### src/rtl/core/tcce_pkg.sv
// tcce_pkg: shared constants, action codes and controller/datapath link types
// for the text console character engine
// no dependencies
package tcce_pkg;

    // screen geometry
    localparam int COLUMNS    = 80;
    localparam int ROWS       = 25;
    localparam int CELL_COUNT = COLUMNS * ROWS;

    // cells moved by one scroll (all rows but the first)
    localparam int COPY_COUNT = CELL_COUNT - COLUMNS;

    localparam int COL_W  = (COLUMNS > 1) ? $clog2(COLUMNS) : 1;
    localparam int ROW_W  = (ROWS > 1) ? $clog2(ROWS) : 1;
    localparam int ADDR_W = (CELL_COUNT > 1) ? $clog2(CELL_COUNT) : 1;

    // stream word widths, data words padded to whole bytes
    localparam int IN_W   = 40;
    localparam int USER_W = 2;
    localparam int OUT_W  = 48;

    // action codes
    localparam logic [1:0] ACT_PUT   = 2'd0;
    localparam logic [1:0] ACT_MOVE  = 2'd1;
    localparam logic [1:0] ACT_CLEAR = 2'd2;
    localparam logic [1:0] ACT_READ  = 2'd3;

    // controller to datapath
    typedef struct packed {
        logic capture;      // take the input word
        logic exec;         // perform the captured action
        logic init_wr;      // reset fill step
        logic clear_wr;     // clear fill step
        logic scroll_step;  // one copy step of the scroll
        logic blank_wr;     // blank one cell of the last row
        logic sweep_clr;    // return the sweep counter to zero
        logic load_out;     // load the result register
        logic scrolled;     // result reports a scroll
    } tcce_cmd_t;

    // datapath to controller
    typedef struct packed {
        logic [1:0] action;
        logic       put_scroll;  // captured put runs past the last row
        logic       sweep_last;  // sweep at the last cell
        logic       copy_done;   // scroll copy at its final step
        logic       out_free;    // result register can take a word
    } tcce_stat_t;

endpackage

### src/rtl/core/tcce_ctrl.sv
// tcce_ctrl: sequencing state machine of the console engine
// depends on tcce_pkg
module tcce_ctrl
    import tcce_pkg::*;
(
    input  logic       aclk,
    input  logic       aresetn,
    input  logic       s_tvalid,
    output logic       s_tready,
    input  tcce_stat_t stat,
    output tcce_cmd_t  cmd
);

    localparam logic [2:0] ST_INIT   = 3'd0;
    localparam logic [2:0] ST_IDLE   = 3'd1;
    localparam logic [2:0] ST_EXEC   = 3'd2;
    localparam logic [2:0] ST_SCROLL = 3'd3;
    localparam logic [2:0] ST_BLANK  = 3'd4;
    localparam logic [2:0] ST_CLEAR  = 3'd5;
    localparam logic [2:0] ST_FINISH = 3'd6;

    logic [2:0] state_reg;
    logic [2:0] state_next;

    always_ff @(posedge aclk) begin
        if (!aresetn) begin
            state_reg <= ST_INIT;
        end else begin
            state_reg <= state_next;
        end
    end

    assign s_tready = (state_reg == ST_IDLE);

    always_comb begin
        state_next = state_reg;
        cmd        = '0;
        case (state_reg)
            ST_INIT: begin
                cmd.init_wr = 1'b1;
                if (stat.sweep_last) begin
                    cmd.sweep_clr = 1'b1;
                    state_next    = ST_IDLE;
                end
            end
            ST_IDLE: begin
                if (s_tvalid) begin
                    cmd.capture = 1'b1;
                    state_next  = ST_EXEC;
                end
            end
            ST_EXEC: begin
                case (stat.action)
                    ACT_PUT: begin
                        if (stat.put_scroll) begin
                            cmd.exec   = 1'b1;
                            state_next = ST_SCROLL;
                        end else if (stat.out_free) begin
                            cmd.exec     = 1'b1;
                            cmd.load_out = 1'b1;
                            state_next   = ST_IDLE;
                        end
                    end
                    ACT_MOVE: begin
                        if (stat.out_free) begin
                            cmd.exec     = 1'b1;
                            cmd.load_out = 1'b1;
                            state_next   = ST_IDLE;
                        end
                    end
                    ACT_CLEAR: begin
                        cmd.exec   = 1'b1;
                        state_next = ST_CLEAR;
                    end
                    ACT_READ: begin
                        cmd.exec   = 1'b1;
                        state_next = ST_FINISH;
                    end
                    default: begin
                        state_next = ST_IDLE;
                    end
                endcase
            end
            ST_SCROLL: begin
                cmd.scroll_step = 1'b1;
                if (stat.copy_done) begin
                    state_next = ST_BLANK;
                end
            end
            ST_BLANK: begin
                cmd.blank_wr = 1'b1;
                if (stat.sweep_last) begin
                    cmd.sweep_clr = 1'b1;
                    state_next    = ST_FINISH;
                end
            end
            ST_CLEAR: begin
                cmd.clear_wr = 1'b1;
                if (stat.sweep_last) begin
                    cmd.sweep_clr = 1'b1;
                    state_next    = ST_FINISH;
                end
            end
            ST_FINISH: begin
                if (stat.out_free) begin
                    cmd.load_out = 1'b1;
                    cmd.scrolled = (stat.action == ACT_PUT);
                    state_next   = ST_IDLE;
                end
            end
            default: begin
                state_next = ST_INIT;
            end
        endcase
    end

endmodule

### config.mk
export PLATFORM = sky130hd
export DESIGN_NAME = tcce_ctrl
export DESIGN_NICKNAME = d
export VERILOG_FILES = /design/src/rtl/core/tcce_pkg.sv /design/src/rtl/core/tcce_ctrl.sv
export SDC_FILE = /design/constraint.sdc
export NUM_CORES = 1
export LEC_CHECK = 0
export BUFFER_PORTS_ARGS = -buffer_cell sky130_fd_sc_hd__buf_4
export CAP_MARGIN = 25
export CORE_AREA = 2 2 39 41
export CTS_BUF_LIST = sky130_fd_sc_hd__clkbuf_2
export DETAILED_ROUTE_END_ITERATION = 8
export DIE_AREA = 0 0 41 43
export PLACE_DENSITY = 0.56
export SYNTH_ARGS = -nofsm -noshare
export SYNTH_HDL_FRONTEND = slang
export SYNTH_SLANG_ARGS = --single-unit
### constraint.sdc
create_clock -name aclk -period 1.21 [get_ports aclk]
set_input_delay 0.242 -clock aclk [delete_from_list [all_inputs] [get_ports aclk]]
set_output_delay 0.242 -clock aclk [all_outputs]
set_load 0.01 [all_outputs]
==> results by group <==
Routing
  – Number of vias per cell: 4.89
  – Remaining antenna violation count: 0
  – Drt total wl: around 1300 um
  – Vias: 523
  – Drt pass-1 iters: 4
  – DRC: 0
  – WL/cell: 12.5 um
  – Starting DRT DRC Count: 3

STA
  – Setup WS post-layout: -0.324 ns
  – Max Transition Viols Final: 0
  – Setup violations, final: 13
  – Crit path time final: ~1.5 ns
  – Slew HR: 0.775
  – Clock Skew: ~0.0028 ns
  – Worst-Margin Slew: 0.337 ns
  – RSZ-0062 raised after global routing: true
  – Peak Freq: 652 MHz
  – Final period utilization: 1.27
  – Hold Vio Cnt, Final: 0

CTS
  – Root buffer cell: clkbuf_2
  – CTS tree: yes
  – Clk pin slew, worst setup/hold paths: 0.05 ns
  – Clock latency on the worst-skew pair: 0.22 ns
  – Cts hold-fix bufs: 0
  – Clock tree sinks: 3
  – H-tree depth: 1
  – Maximum clock path buffer count: 2
  – Inserted Clock Buffers: 3

Place
  – Place WS: -0.158 ns
  – Cells after DPL: 97
  – I/O Buffers: 18
  – Cell Area, Placed: 629 um^2
  – Detail Placement HPWL: ~900 um
  – Placer Congestion: 0.811

Power and ir drop
  – P_sw: 0.000252 W
  – Sequential power share: 0.190
  – Clock share of power: 0.221
  – Combinational share of power: 0.589
  – PwrDens: 854 nW/um^2
  – P_int: between 0.0004 and 0.0005 W
  – Peak supply drop: 787 uV
  – LEAKAGE: 0.387 nW
  – Switching share of power: 0.371

Global route
  – GRT Util Overall: 0.172
  – Initial antenna violation count: 0
  – Vias in the first global route: a little under 500
  – Global-route wire length before repair: around 2100 um
  – Grt ovf: 0
  – Pin count of the biggest net entering global routing: 8

Layout
  – Max FFs per register: 3
  – Diode count: 0
  – Post-Layout Inst Area: 797 um^2
  – Post-route insts no fill: 107
  – Fraction of layout cells with a size suffix above 1: 0.703
  – Layout area overhead: 118%
  – Core Util, Final: 0.576
  – Nets: 101

Floorplan
  – Die height: 43 um
  – Die width: around 41 um
  – Row count: 14
  – Initial core utilization: 0.264
  – Total core area: around 1400 um^2
  – Die area: between 1500 and 2000 um^2
  – Top Ports: 19

Worst setup path
  – Worst R2R Path Depth: 6
  – Critical path buffer and inverter count: 2
  – RR Endpoint: state_reg[2]
  – Crit path launch type: flip-flop
  – Launch point of the worst reg-to-reg path: state_reg[1]
  – CP Class: reg2out
  – Worst Path Arrival: 1.29 ns
  – Worst-path cell chain: inv_2, or3_4, nor4_4, buf_4
  – Delay-heaviest family, CP: simple AND/OR/NAND/NOR gates
  – Critical path origin: state_reg[1]
  – Crit path max fanout: 2
  – Worst setup path end: cmd[0]
  – CP peak stage delay: roughly 0.4 ns
  – Crit. path cell count: 4
  – Worst setup EP type: output port
  – Reg2reg setup slack: -0.19 ns
  – Required @ worst endpoint: 0.97 ns
  – Critical-path top delay cell: or3_4

Synth
  – Post-synth top area cell: dfxtp_1
  – Post-Syn Area: around 370 um^2
  – Unique masters post-synth: 28
  – Synth top area share: 0.164
  – Mapped Nets: 60
  – Share of flip-flops with an asynchronous set or reset: 0
  – Seq/Total Area, Yosys: 0.164
  – Synth warn: 0
  – Mapped Avg Cell Area: 7.16 um^2
  – Top cells by area, synth: dfxtp_1 (16%), nor2_1 (7.2%), a21oi_1 (6.8%)
  – Count leader, synth: nor2_1
  – Primary FF master, synth: dfxtp_1
  – FF+latch count, synth: 3
  – EDFF count, synth: 0
  – Mapped Cells: 51
  – Post-synth top cells: nor2_1 (7), a21oi_1 (5), inv_1 (4)

Status
  – Failing checks: setup timing
  – Outcome: complete, but fails checks

Worst hold path
  – Hold WC Path Type: in2reg

Job
  – Max-Cap Viols: 0
[layout by cell type (no fill, tap or decap), types with 2 or more instances in the layout]
cell      count
o21ai_1       2
a21oi_1       4
nor2_1        6
inv_2         2
buf_4        27
inv_1         3
dfxtp_4       2
and2_4        2
clkbuf_2      4
o31ai_1       2
buf_6        12
nor3_2        2
[how the worst min path moves through the flow]
stage / startpoint / to / slack (ns) / cells past startpoint
global placement: aresetn / state_reg[1] / 0.51 / 3
global route: aresetn / state_reg[1] / 0.29 / 3
CTS: aresetn / state_reg[2] / 0.27 / 3
detailed placement: aresetn / state_reg[0] / 0.51 / 3
finish: aresetn / state_reg[2] / 0.28 / 3
floorplan: aresetn / state_reg[0] / 0.37 / 2
[tightest hold or removal path: cells and delay by family]
family,cells,cell delay (ns)
buffers and inverters,2,0.18
AOI/OAI and AO/OA,1,0.04
[stage by stage]
stage | hold WS, ns | power [W] | TNS (ns)
global placement | 0.508 | 0.000426 | -0.443
global route | 0.293 | 0.000721 | -3.24
detailed placement | 0.506 | 0.000426 | -0.461
CTS | 0.272 | 0.000657 | -2.13
floorplan | 0.366 | 0.000279 | -0.0999
finish | 0.275 | 0.000680 | -2.72
[per-layer routing]
| layer | global-route usage | up-vias | routed length, um |
|---|---|---|---|
| met2 | 0.288 | 12 | 669 |
| met3 | 0.0314 | 2 | 53 |
| met5 | 0 | - | 0 |
| met4 | 0.0600 | 0 | 15 |
| met1 | 0.206 | 240 | 599 |
| li1 | - | 269 | - |
[cell type report]
type                       instances  area, um^2
timing repair buffer              39         338
tap                               16        20.0
clock buffer                       4        20.0
inverter                           5        18.8
fill                             118         587
sequential                         3        68.8
multi-input combinational         40         332
[what timing repair did]
item                                   CTS  global route
setup buffers                            5             1
pin swaps                               11             8
endpoints found under the hold margin    0             0
resized for setup                       22             5
setup endpoints to repair               12            13
[cells by family (layout without fill, tap and decap cells)]
| group | after synthesis | after routing | synth area share |
|---|---|---|---|
| buffers and inverters | 8 | 48 | 0.116 |
| and+or+nand+nor | 22 | 22 | 0.380 |
| AOI/OAI and AO/OA | 18 | 18 | 0.339 |
| DFF | 3 | 3 | 0.164 |
[power groups by stage]
stage	registers [W]	clock network, W	logic (W)
2_1_floorplan	0.000123	0	0.000156
3_3_place_gp	0.000128	0	0.000297
3_5_place_dp	0.000128	0	0.000298
4_1_cts	0.000127	0.000153	0.000378
5_1_grt	0.000129	0.000161	0.000431
6_report	0.000129	0.000151	0.000401
Note: power is estimated with default switching activity, not from simulation.
